File: src/hw/rtl/rotenc_pkg.sv
// ----------------------------------------------------------------------------
// rotenc_pkg
// Shared types and constants for the rotary encoder event generator.
// ----------------------------------------------------------------------------
package rotenc_pkg;

  // input kinds
  localparam logic [2:0] KIND_TICK    = 3'd0;
  localparam logic [2:0] KIND_PRESS   = 3'd1;
  localparam logic [2:0] KIND_RELEASE = 3'd2;
  localparam logic [2:0] KIND_ENABLE  = 3'd3;
  localparam logic [2:0] KIND_DISABLE = 3'd4;

  // event types
  localparam logic [1:0] EVT_ROTATION = 2'd0;
  localparam logic [1:0] EVT_CLICK    = 2'd1;
  localparam logic [1:0] EVT_LONG     = 2'd2;

  // configuration register indexes
  localparam logic [1:0] CFG_DEBOUNCE   = 2'd0;
  localparam logic [1:0] CFG_LONG_PRESS = 2'd1;
  localparam logic [1:0] CFG_POLL       = 2'd2;

  localparam logic [9:0]  DEBOUNCE_RST   = 10'd50;
  localparam logic [15:0] LONG_PRESS_RST = 16'd1000;
  localparam logic [9:0]  POLL_RST       = 10'd10;

  // result queue
  localparam int OQ_DEPTH = 4;
  localparam int OQ_AW    = $clog2(OQ_DEPTH);
  localparam int OQ_CW    = $clog2(OQ_DEPTH + 1);

  typedef struct packed {
    logic [1:0]         event_type;
    logic signed [14:0] step_delta;
    logic               last_result;
  } res_t;

  typedef struct packed {
    logic [1:0] num;
    res_t       r0;
    res_t       r1;
  } push_t;

endpackage

File: src/hw/rtl/rotenc_core.sv
// ----------------------------------------------------------------------------
// rotenc_core
// Input register, configuration registers and event state; produces up to
// two results per transaction.
// ----------------------------------------------------------------------------
module rotenc_core import rotenc_pkg::*; (
  input  logic        clk,
  input  logic        rst_n,
  input  logic        in_accept,
  input  logic [2:0]  in_kind,
  input  logic [15:0] in_counter_value,
  input  logic        in_switch_pressed,
  input  logic        in_pin_is_switch,
  input  logic        cfg_we,
  input  logic [1:0]  cfg_index,
  input  logic [15:0] cfg_data,
  output push_t       push
);

  logic        stg_valid_r;
  logic [2:0]  kind_r;
  logic [15:0] counter_r;
  logic        held_r;
  logic        on_switch_r;

  logic [9:0]  debounce_r;
  logic [15:0] long_press_r;
  logic [9:0]  poll_r;

  logic [31:0] time_r, time_nxt;
  logic [31:0] last_edge_r, last_edge_nxt;
  logic [15:0] ref_r, ref_nxt;
  logic        token_r, token_nxt;
  logic        lp_run_r, lp_run_nxt;
  logic [15:0] lp_rem_r, lp_rem_nxt;
  logic        rot_en_r, rot_en_nxt;
  logic [9:0]  poll_rem_r, poll_rem_nxt;

  logic [15:0]        diff;
  logic [15:0]        biased;
  logic signed [14:0] steps;
  logic               edge_ok;
  logic               rot_hit;
  logic               long_hit;
  logic               click_hit;

  always_ff @(posedge clk) begin
    if (!rst_n) begin
      stg_valid_r <= 1'b0;
    end else begin
      stg_valid_r <= in_accept;
    end
    if (in_accept) begin
      kind_r      <= in_kind;
      counter_r   <= in_counter_value;
      held_r      <= in_switch_pressed;
      on_switch_r <= in_pin_is_switch;
    end
  end

  always_ff @(posedge clk) begin
    if (!rst_n) begin
      debounce_r   <= DEBOUNCE_RST;
      long_press_r <= LONG_PRESS_RST;
      poll_r       <= POLL_RST;
    end else if (cfg_we) begin
      case (cfg_index)
        CFG_DEBOUNCE:   debounce_r   <= cfg_data[9:0];
        CFG_LONG_PRESS: long_press_r <= cfg_data;
        CFG_POLL:       poll_r       <= cfg_data[9:0];
        default: ;
      endcase
    end
  end

  // signed change halved toward zero
  assign diff   = counter_r - ref_r;
  assign biased = diff + {15'd0, diff[15]};
  assign steps  = biased[15:1];
  assign edge_ok = on_switch_r && ((time_r - last_edge_r) >= {22'd0, debounce_r});

  always_comb begin
    time_nxt      = time_r;
    last_edge_nxt = last_edge_r;
    ref_nxt       = ref_r;
    token_nxt     = token_r;
    lp_run_nxt    = lp_run_r;
    lp_rem_nxt    = lp_rem_r;
    rot_en_nxt    = rot_en_r;
    poll_rem_nxt  = poll_rem_r;
    rot_hit       = 1'b0;
    long_hit      = 1'b0;
    click_hit     = 1'b0;
    if (stg_valid_r) begin
      case (kind_r)
        KIND_TICK: begin
          time_nxt = time_r + 32'd1;
          if (rot_en_r) begin
            if (poll_rem_r <= 10'd1) begin
              poll_rem_nxt = poll_r;
              if (steps != 15'sd0) begin
                rot_hit = 1'b1;
                ref_nxt = ref_r + {steps, 1'b0};
              end
            end else begin
              poll_rem_nxt = poll_rem_r - 10'd1;
            end
          end
          if (lp_run_r) begin
            if (lp_rem_r <= 16'd1) begin
              lp_run_nxt = 1'b0;
              lp_rem_nxt = 16'd0;
              if (token_r) begin
                token_nxt = 1'b0;
                long_hit  = held_r;
              end
            end else begin
              lp_rem_nxt = lp_rem_r - 16'd1;
            end
          end
        end
        KIND_PRESS: begin
          if (edge_ok) begin
            last_edge_nxt = time_r;
            token_nxt     = 1'b1;
            lp_run_nxt    = 1'b1;
            lp_rem_nxt    = long_press_r;
          end
        end
        KIND_RELEASE: begin
          if (edge_ok) begin
            last_edge_nxt = time_r;
            if (token_r) begin
              token_nxt  = 1'b0;
              lp_run_nxt = 1'b0;
              lp_rem_nxt = 16'd0;
              click_hit  = 1'b1;
            end
          end
        end
        KIND_ENABLE: begin
          rot_en_nxt   = 1'b1;
          poll_rem_nxt = poll_r;
          ref_nxt      = counter_r;
        end
        KIND_DISABLE: begin
          rot_en_nxt = 1'b0;
        end
        default: ;
      endcase
    end
  end

  always_ff @(posedge clk) begin
    if (!rst_n) begin
      time_r      <= '0;
      last_edge_r <= '0;
      ref_r       <= '0;
      token_r     <= 1'b0;
      lp_run_r    <= 1'b0;
      lp_rem_r    <= '0;
      rot_en_r    <= 1'b0;
      poll_rem_r  <= '0;
    end else begin
      time_r      <= time_nxt;
      last_edge_r <= last_edge_nxt;
      ref_r       <= ref_nxt;
      token_r     <= token_nxt;
      lp_run_r    <= lp_run_nxt;
      lp_rem_r    <= lp_rem_nxt;
      rot_en_r    <= rot_en_nxt;
      poll_rem_r  <= poll_rem_nxt;
    end
  end

  // rotation goes first when both fire
  always_comb begin
    push.num = {1'b0, rot_hit} + {1'b0, long_hit} + {1'b0, click_hit};
    push.r0  = '0;
    push.r1  = '0;
    if (rot_hit) begin
      push.r0.event_type  = EVT_ROTATION;
      push.r0.step_delta  = steps;
      push.r0.last_result = !long_hit;
      push.r1.event_type  = EVT_LONG;
      push.r1.last_result = 1'b1;
    end else if (long_hit) begin
      push.r0.event_type  = EVT_LONG;
      push.r0.last_result = 1'b1;
    end else begin
      push.r0.event_type  = EVT_CLICK;
      push.r0.last_result = 1'b1;
    end
  end

endmodule

File: src/hw/rtl/rotenc_outq.sv
// ----------------------------------------------------------------------------
// rotenc_outq
// Result queue: takes up to two results per cycle, hands out one per
// transaction.
// ----------------------------------------------------------------------------
module rotenc_outq import rotenc_pkg::*; (
  input  logic             clk,
  input  logic             rst_n,
  input  push_t            push,
  output logic [OQ_CW-1:0] count,
  output logic             out_valid,
  input  logic             out_ready,
  output res_t             out_res
);

  res_t             mem [OQ_DEPTH];
  logic [OQ_AW-1:0] wr_ptr_r, rd_ptr_r;
  logic [OQ_CW-1:0] count_r;
  logic             pop;
  logic [OQ_AW-1:0] wr_ptr_p1;

  assign pop       = (count_r != '0) && out_ready;
  assign wr_ptr_p1 = wr_ptr_r + OQ_AW'(1);

  always_ff @(posedge clk) begin
    if (push.num != 2'd0) begin
      mem[wr_ptr_r] <= push.r0;
    end
    if (push.num == 2'd2) begin
      mem[wr_ptr_p1] <= push.r1;
    end
  end

  always_ff @(posedge clk) begin
    if (!rst_n) begin
      wr_ptr_r <= '0;
      rd_ptr_r <= '0;
      count_r  <= '0;
    end else begin
      wr_ptr_r <= wr_ptr_r + OQ_AW'(push.num);
      if (pop) begin
        rd_ptr_r <= rd_ptr_r + OQ_AW'(1);
      end
      count_r <= count_r + OQ_CW'(push.num) - OQ_CW'(pop);
    end
  end

  assign count     = count_r;
  assign out_valid = (count_r != '0);
  assign out_res   = mem[rd_ptr_r];

endmodule

File: src/hw/rtl/rotary_encoder_event_generator.sv
// ----------------------------------------------------------------------------
// rotary_encoder_event_generator
// Rotation, click and long-press events from 1 ms ticks and switch edges.
//
//   channel  ports                                              direction
//   in       in_valid/in_ready, in_kind, in_counter_value,      sink
//            in_switch_pressed, in_pin_is_switch
//   out      out_valid/out_ready, out_event_type,               source
//            out_step_delta, out_last_result
//   cfg      cfg_valid/cfg_ready, cfg_index, cfg_data           sink
//
// one input transaction per cycle while in_ready is high; accepted items pass
// the core's input register and then a four-entry result queue, and results
// leave one per cycle while out_ready is high; in_ready drops when the queue
// cannot take two more results beyond those already on their way; cfg_ready
// is always high; synchronous active-low reset clears control state and loads register defaults
// ----------------------------------------------------------------------------
module rotary_encoder_event_generator import rotenc_pkg::*; (
  input  logic               clk,
  input  logic               rst_n,
  input  logic               in_valid,
  output logic               in_ready,
  input  logic [2:0]         in_kind,
  input  logic [15:0]        in_counter_value,
  input  logic               in_switch_pressed,
  input  logic               in_pin_is_switch,
  output logic               out_valid,
  input  logic               out_ready,
  output logic [1:0]         out_event_type,
  output logic signed [14:0] out_step_delta,
  output logic               out_last_result,
  input  logic               cfg_valid,
  output logic               cfg_ready,
  input  logic [1:0]         cfg_index,
  input  logic [15:0]        cfg_data
);

  push_t            push;
  res_t             out_res;
  logic [OQ_CW-1:0] count;
  logic [OQ_CW:0]   need;
  logic             in_accept;

  assign need      = {1'b0, count} + (OQ_CW + 1)'(push.num) + (OQ_CW + 1)'(2);
  assign in_ready  = (need <= (OQ_CW + 1)'(OQ_DEPTH));
  assign in_accept = in_valid && in_ready;
  assign cfg_ready = 1'b1;

  rotenc_core u_core (
    .clk               (clk),
    .rst_n             (rst_n),
    .in_accept         (in_accept),
    .in_kind           (in_kind),
    .in_counter_value  (in_counter_value),
    .in_switch_pressed (in_switch_pressed),
    .in_pin_is_switch  (in_pin_is_switch),
    .cfg_we            (cfg_valid),
    .cfg_index         (cfg_index),
    .cfg_data          (cfg_data),
    .push              (push)
  );

  rotenc_outq u_outq (
    .clk       (clk),
    .rst_n     (rst_n),
    .push      (push),
    .count     (count),
    .out_valid (out_valid),
    .out_ready (out_ready),
    .out_res   (out_res)
  );

  assign out_event_type  = out_res.event_type;
  assign out_step_delta  = out_res.step_delta;
  assign out_last_result = out_res.last_result;

endmodule

File: config.mk
export PLATFORM = sky130hd
export DESIGN_NAME = rotary_encoder_event_generator
export DESIGN_NICKNAME = d
export VERILOG_FILES = /design/src/hw/rtl/rotenc_pkg.sv /design/src/hw/rtl/rotenc_core.sv /design/src/hw/rtl/rotenc_outq.sv /design/src/hw/rtl/rotary_encoder_event_generator.sv
export SDC_FILE = /design/constraint.sdc
export NUM_CORES = 1
export LEC_CHECK = 0
export BUFFER_PORTS_ARGS = -buffer_cell sky130_fd_sc_hd__buf_4
export CAP_MARGIN = 20
export CORE_ASPECT_RATIO = 1.75
export CORE_MARGIN = 1
export CORE_UTILIZATION = 38
export CTS_BUF_LIST = sky130_fd_sc_hd__clkbuf_16
export CTS_CLUSTER_DIAMETER = 50
export DETAILED_ROUTE_END_ITERATION = 8
export PLACE_DENSITY_LB_ADDON = 0.3
export SLEW_MARGIN = 25
export SYNTH_ARGS = -nofsm -noshare
export SYNTH_HDL_FRONTEND = slang
export SYNTH_SLANG_ARGS = --single-unit
File: constraint.sdc
create_clock -name clk -period 10.1 [get_ports clk]
set_clock_uncertainty 0.15 [all_clocks]
set_input_delay 0.505 -clock clk [delete_from_list [all_inputs] [get_ports clk]]
set_output_delay 0.505 -clock clk [all_outputs]
set_load 0.05 [all_outputs]
* Yosys cells after proc, flatten, opt, wreduce, memory -nomap -nowiden
Memory sizes are Yosys's and may differ from the RTL's. A register that Yosys moved wholly into a read port is not among the register bits.
Index checks and enable logic that the tools add are counted.
** Word-level totals
- Register bits :: 174
- Memory bits (writable) :: 72
- Word-level logic and storage cells :: 129
- Memories :: 1
** Operators by class
- Add/sub/neg operators :: 16
- Eq/ne operators :: 15
- $lt $le $gt $ge :: 4
- Reductions and logical operators :: 24
- Multiplexer cells :: 50
** Memories
- u_outq.mem :: words 4, width 18, read ports 1, clocked after memory_dff 1, write ports 2, line rotenc_outq.sv:16 : res_t mem [OQ_DEPTH];
** Operators by type and width (count)
- 2-to-1 mux 16 bit :: 8
- one-hot mux 16 bit (3 select lines) :: 1
- adder 32 x 1 -> 32 bit (second input constant) :: 1
- >= comparator 32 x 10 -> 1 bit :: 1
- one-hot mux 16 bit (2 select lines) :: 1
- subtractor 32 bit :: 1
- 2-to-1 mux 1 bit :: 28
- 2-to-1 mux 10 bit :: 2
- one-hot mux 10 bit (2 select lines) :: 1
- adder 16 x 1 -> 16 bit :: 1
- adder 16 bit :: 1
- <= comparator 16 x 1 -> 1 bit (second input constant) :: 1
- != test 2 x 1 -> 1 bit (second input constant) :: 8
- subtractor 16 x 1 -> 16 bit (second input constant) :: 1
- subtractor 16 bit :: 1
- 2-to-1 mux 15 bit :: 1
- nonzero test 15 bit :: 1
- AND reduction 6 bit :: 2
- <= comparator 10 x 1 -> 1 bit (second input constant) :: 1
- 2-to-1 mux 2 bit :: 5
- AND reduction 2 bit :: 5
- AND reduction 5 bit :: 2
- subtractor 10 x 1 -> 10 bit (second input constant) :: 1
- == test 3 x 2 -> 1 bit (second input constant) :: 2
- 23 further kinds :: 32

* Logic depth before layout (Yosys ltp)
- Depth after elaboration :: 14
- Depth in mapped cells :: 28

* Modules after synthesis
A second synthesis with hierarchy kept.
** Second synthesis, totals
- Cell total of the unflattened synthesis :: 1718
- Area total of the unflattened synthesis :: 15959.1 um^2
** By module, submodules not included
- rotenc_core :: area an instance 11788.8 um^2, cells an instance 1478, times used 1, sequential area each 3553.4 um^2
- rotenc_outq :: area an instance 4062.6 um^2, cells an instance 226, times used 1, sequential area each 2342.2 um^2
- rotary_encoder_event_generator :: area an instance 107.6 um^2, cells an instance 14, times used 1, sequential area each 0.0 um^2

* Worst setup path before layout
Ideal clock, no wire load.
- Path type :: flip-flop to flip-flop
- Start point :: register u_core.ref_r[8]
- End point :: register u_core.counter_r[0], enable pin
- Arrival :: 6.985 ns
- Data required time :: 9.571 ns
- Setup time :: 0.379 ns
- Slack :: 2.585 ns
- Clock period less this slack :: 7.515 ns
- Stages on the path, launching flop included :: 28
- Cell sequence :: dfxtp_1 -> inv_1 -> ha_1 -> clkbuf_1 -> a21o_1 -> a21o_1 -> o31ai_1 -> xor2_1 -> nor2b_1 -> ha_1 -> nand2_1 -> nor4_2 -> o2111ai_1 -> xor2_1 -> inv_1 -> or4b_1 -> o31ai_4 -> inv_1 -> fa_1 -> clkbuf_1 -> clkinv_1 -> ha_1 -> inv_1 -> ha_1 -> inv_1 -> fa_1 -> o21a_1 -> and2_1
** Between the ends
- Longest elaborated chain between the ends :: 14
** Ends and longest elaborated chain
- start, declared :: line rotenc_core.sv:32 : logic [15:0] ref_r, ref_nxt;
- start signal, assigned :: line rotenc_core.sv:167 : ref_r <= ref_nxt;
- subtractor 16 bit :: line rotenc_core.sv:77 : assign diff = counter_r - ref_r;
- adder 16 x 1 -> 16 bit :: line rotenc_core.sv:78 : assign biased = diff + {15'd0, diff[15]};
- nonzero test 15 bit :: line rotenc_core.sv:101 : if (steps != 15'sd0) begin
- 2-to-1 mux 1 bit :: line rotenc_core.sv:101
- 2-to-1 mux 1 bit :: line rotenc_core.sv:99 : if (poll_rem_r <= 10'd1) begin
- 2-to-1 mux 1 bit :: line rotenc_core.sv:98 : if (rot_en_r) begin
- 2-to-1 mux 1 bit :: line rotenc_core.sv:95 : case (kind_r)
- 2-to-1 mux 1 bit :: line rotenc_core.sv:94 : if (stg_valid_r) begin
- adder 1 x 1 -> 2 bit :: line rotenc_core.sv:178 : push.num = {1'b0, rot_hit} + {1'b0, long_hit} + {1'b0, click_hit};
- adder 2 x 1 -> 2 bit :: line rotenc_core.sv:178
- adder 3 x 2 -> 4 bit :: line rotary_encoder_event_generator.sv:44 : assign need = {1'b0, count} + (OQ_CW + 1)'(push.num) + (OQ_CW + 1)'(2);
- adder 4 x 2 -> 4 bit :: line rotary_encoder_event_generator.sv:44
- <= comparator 4 x 3 -> 1 bit :: line rotary_encoder_event_generator.sv:45 : assign in_ready = (need <= (OQ_CW + 1)'(OQ_DEPTH));
- named net in_ready :: line rotary_encoder_event_generator.sv:22 : output logic in_ready,
- logical AND 1 bit :: line rotary_encoder_event_generator.sv:46 : assign in_accept = in_valid && in_ready;
- named net in_accept :: line rotary_encoder_event_generator.sv:42 : logic in_accept;
- end signal, assigned :: line rotenc_core.sv:55 : counter_r <= in_counter_value;
- end, declared :: line rotenc_core.sv:22 : logic [15:0] counter_r;
The timed path passes the listed nets, and every way through them passes these cells.
A chain may end at the register's enable or synchronous reset.

* Final worst setup path
- Start point :: register u_core.counter_r[5]
- End point :: output port in_ready
** Between the ends
- Longest elaborated chain between the ends :: 13
** Ends and longest elaborated chain (line)
- subtractor 16 bit :: rotenc_core.sv:77
- adder 16 x 1 -> 16 bit :: rotenc_core.sv:78
- nonzero test 15 bit :: rotenc_core.sv:101
- 2-to-1 mux 1 bit :: rotenc_core.sv:101
- 2-to-1 mux 1 bit :: rotenc_core.sv:99
- 2-to-1 mux 1 bit :: rotenc_core.sv:98
- 2-to-1 mux 1 bit :: rotenc_core.sv:95
- 2-to-1 mux 1 bit :: rotenc_core.sv:94
- adder 1 x 1 -> 2 bit :: rotenc_core.sv:178
- adder 2 x 1 -> 2 bit :: rotenc_core.sv:178
- adder 3 x 2 -> 4 bit :: rotary_encoder_event_generator.sv:44
- adder 4 x 2 -> 4 bit :: rotary_encoder_event_generator.sv:44
- <= comparator 4 x 3 -> 1 bit :: rotary_encoder_event_generator.sv:45
- end, declared :: rotary_encoder_event_generator.sv:22
Every way passes these cells.

==> impl_metrics.yaml <==
clock_tree:
  worstSkewPairLatency_ps: 570
  cts_buffers: 27
  cts_max_level: 1
  cts_resized: 0
  clk_pin_slew_worst_paths_ps: 70
  root_buffer: "clkbuf_16"
  post-cts-setup-buffers: 0
  cts_tree: "built"
  cts_max_path_buffers: 3
  cts.sinks: 248
power:
  power.density_nw_per_um2: 181
  p_clk_share_pct: 32.6
  ir_worst_vdd_v: 0.000103
  p_seq_share_pct: 34.8
  p_switching_mw: 1.15
  p_sw_share_pct: 36.8
  p_int_mw: 1.98
  leakage_nw: 6.80
  power_frac_comb_pct: 32.6
logic_synthesis:
  synth-seq-cells: 248
  syn_area_sq_um: 15300
  yosysUniqueCellTypes: 92
  avgSynthCellArea_sq_um: 8.15
  ys_async_sr_fraction_pct: 0
  yosys_most_used_dff: "dfxtp_1"
  synth_cells: 1882
  synth-edff-count: 29
  synth-seq-area-share_pct: 34.2
  synth_nets: 2015
  ys_warn_count: 0
layout:
  nNetsFinal: 2052
  final_common_cell: "nand2_1"
  area_delta_synth_final_pct: 12.8
  final_cell_mix: "241 x nand2_1, 219 x dfxtp_1, 190 x nor2_1"
  finalNonFillerCells: 2434
  final_core_util_pct: 43.3
  diodes: 0
  drive_above_1_share_pct: 9.13
  finalInstanceArea_sq_um: 17300
timing:
  finalHoldViolCount: 0
  timing.final.crit_share_pct: 86.1
  min_period_ps: 8700
  holdWs_ps: 33.8
  tns_ps: 0
  rsz0062_at_grt: "false"
  worst_pin_slew_ps: 1040
  slew_viol_final: 0
  max_freq_mhz: 115
  max_slew_margin_pct: 30.3
  setup_viol: 0
worst_setup_path:
  worst_r2r_path_depth: 25
  cp.required_ps: 9450
  worst_setup_path_start_kind: "register"
  crit_path_end_kind: "primary output"
  worstPathArrival_ps: 8040
  critical_path_class: "reg -> out"
  cp_max_fo: 18
die:
  fp.dieW_microns: 154
  dieArea_sq_um: 41200
  die_h_microns: 268
  num_rows: 97
  boundaryPins: 65
  start_util_pct: 38.4
  core_sq_um: 39900
detailed_routing:
  drt_pass1_iterations: 6
  wl_per_cell_microns: 18.2
  vias: 13700
  drt-initial-drc-count: 666
  post-route-drc-count: 0
  wl_mm: 44.4
  vias_per_cell: 5.63
  antenna_left: 0
grt:
  grt.overflow.total: 0
  grt_max_degree: 103
  grt_pass1_vias: 13700
  antenna_found_initial: 0
  grt_busiest_layer: "met2"
  grt_use_met1_pct: 21.3
  track_usage_pct: 21.5
  grt_pass1_wl_mm: 70.9
  use_met3_pct: 2.19
  grtUsageMet2_pct: 43.3
placed_design:
  gp_congestion: 0.935
  dp_cells: 2364
  portBuffers: 63
  hpwl_mm: 33.9
  post_dp_cell_area_sq_um: 16200
flow_run:
  cap_violations: 0
hold_path:
  holdCritPathClass: "in -> reg"
  whs_path_depth: 3
outcome:
  outcome: "complete, no violations"
sequential cells by signal (all words and copies together) (netlist names), 3 cells and up, named ones only:
signal,flops
u_outq.mem,72
u_core.debounce_r,10
u_outq.count,3
u_core.poll_r,10
u_core.poll_rem_r,10
u_core.last_edge_r,32
u_core.counter_r,16
u_core.kind_r,3
u_core.ref_r,16
u_core.time_r,32
u_core.lp_rem_r,16
u_core.long_press_r,16
path summary, 6_finish.rpt:
path	start	end	slack, ps
worst min-delay path	cfg_data[11]	u_core.long_press_r[11]	30
worst max register to register	u_core.counter_r[5]	u_core.counter_r[0]	1800
worst min register to register	u_outq.mem[3][6]	u_outq.mem[3][6]	300
worst max-delay path	u_core.counter_r[5]	in_ready	1400
layer usage:
layer  up-vias  part of all wire [%]
li1       6782                     -
met5         -                     0
met4         0                   4.6
met1      6525                    37
met2       284                    55
met3       103                   2.8
stage by stage:
| stage | worst slack [ps] | power [mW] |
|---|---|---|
| 5_1_grt | 874 | 3.31 |
| 6_report | 1400 | 3.14 |
| 3_5_place_dp | 1890 | 2.13 |
| 3_3_place_gp | 1730 | 2.12 |
| 4_1_cts | 1460 | 3.17 |
| 2_1_floorplan | 2590 | 1.84 |
synthesized netlist by cell type (10+ instances only):
cell type  count  area [sq um]
a211oi_1      18           135
a21o_1        24           180
a21oi_1      137           686
a31oi_1       13          81.3
and2_1        14          87.6
and3_1        17           106
clkbuf_1      73           274
dfxtp_1      219          4380
edfxtp_1      29           871
ha_1          83          1040
inv_1        115           432
mux2i_1       51           510
mux4_2        18           405
nand2_1      241           905
nand2b_1      17           106
nand3_1       58           290
nand4_1       17           106
nor2_1       191           717
nor2b_1       10          62.6
nor3_1        31           155
nor3b_1       12          90.1
nor4_1        11          68.8
o2111ai_1     11          96.3
o211ai_1      17           128
o21a_1        21           158
o21ai_0      128           641
o22ai_1       15          93.8
o31ai_1       11          82.6
or3_1         11          68.8
xnor2_1       49           429
xor2_1        50           438
kinds of logic after synthesis:
logic type      count (synthesis)  synth area share [%]
compound gates                486                  20.3
xor+xnor                       99                  5.65
fa+ha+maj                      89                  7.55
buf+inv                       206                  5.26
flops                         248                  34.2
mux                            72                  6.21
other cells                     1                0.0244
simple gates                  681                  20.8
what timing repair did:
item                                    4_1_cts  5_1_grt
hold endpoints to repair                     21        0
endpoints found under the setup margin        0        0
hold buffers                                 21        0
layout make-up:
type	instances	area, sq um
fill	3953	22600
multi-input combinational	1428	9310
sequential	248	5260
timing repair buffer	97	785
clock buffer	28	701
tap	495	619
inverter	117	442
clock inverter	21	203
worst max-delay path: stages (launching register included):
cell and delay [ps]:
edfxtp_1 400, ha_1 380, o21a_1 230, o2111ai_1 240, a31oi_1 140, o31ai_1 320, xor2_1 300, nor2b_1 180
ha_1 250, nand2_1 120, nor4_2 500, o2111ai_1 240, xor2_1 410, inv_1 110, or4b_1 590, o31ai_4 450
inv_1 200, fa_1 690, clkinv_1 270, ha_1 260, inv_1 100, ha_1 150, inv_1 40, fa_1 470
o21a_1 170, buf_4 230
power by group through the flow:
stage | combinational [mW] | clock (mW) | sequential, mW
CTS | 1.03 | 1.04 | 1.09
finish | 1.02 | 1.02 | 1.09
global placement | 1.00 | 0 | 1.11
floorplan | 0.741 | 0 | 1.09
detailed placement | 1.02 | 0 | 1.11
global route | 1.13 | 1.08 | 1.10
Note: power is estimated with default switching activity, not from simulation.
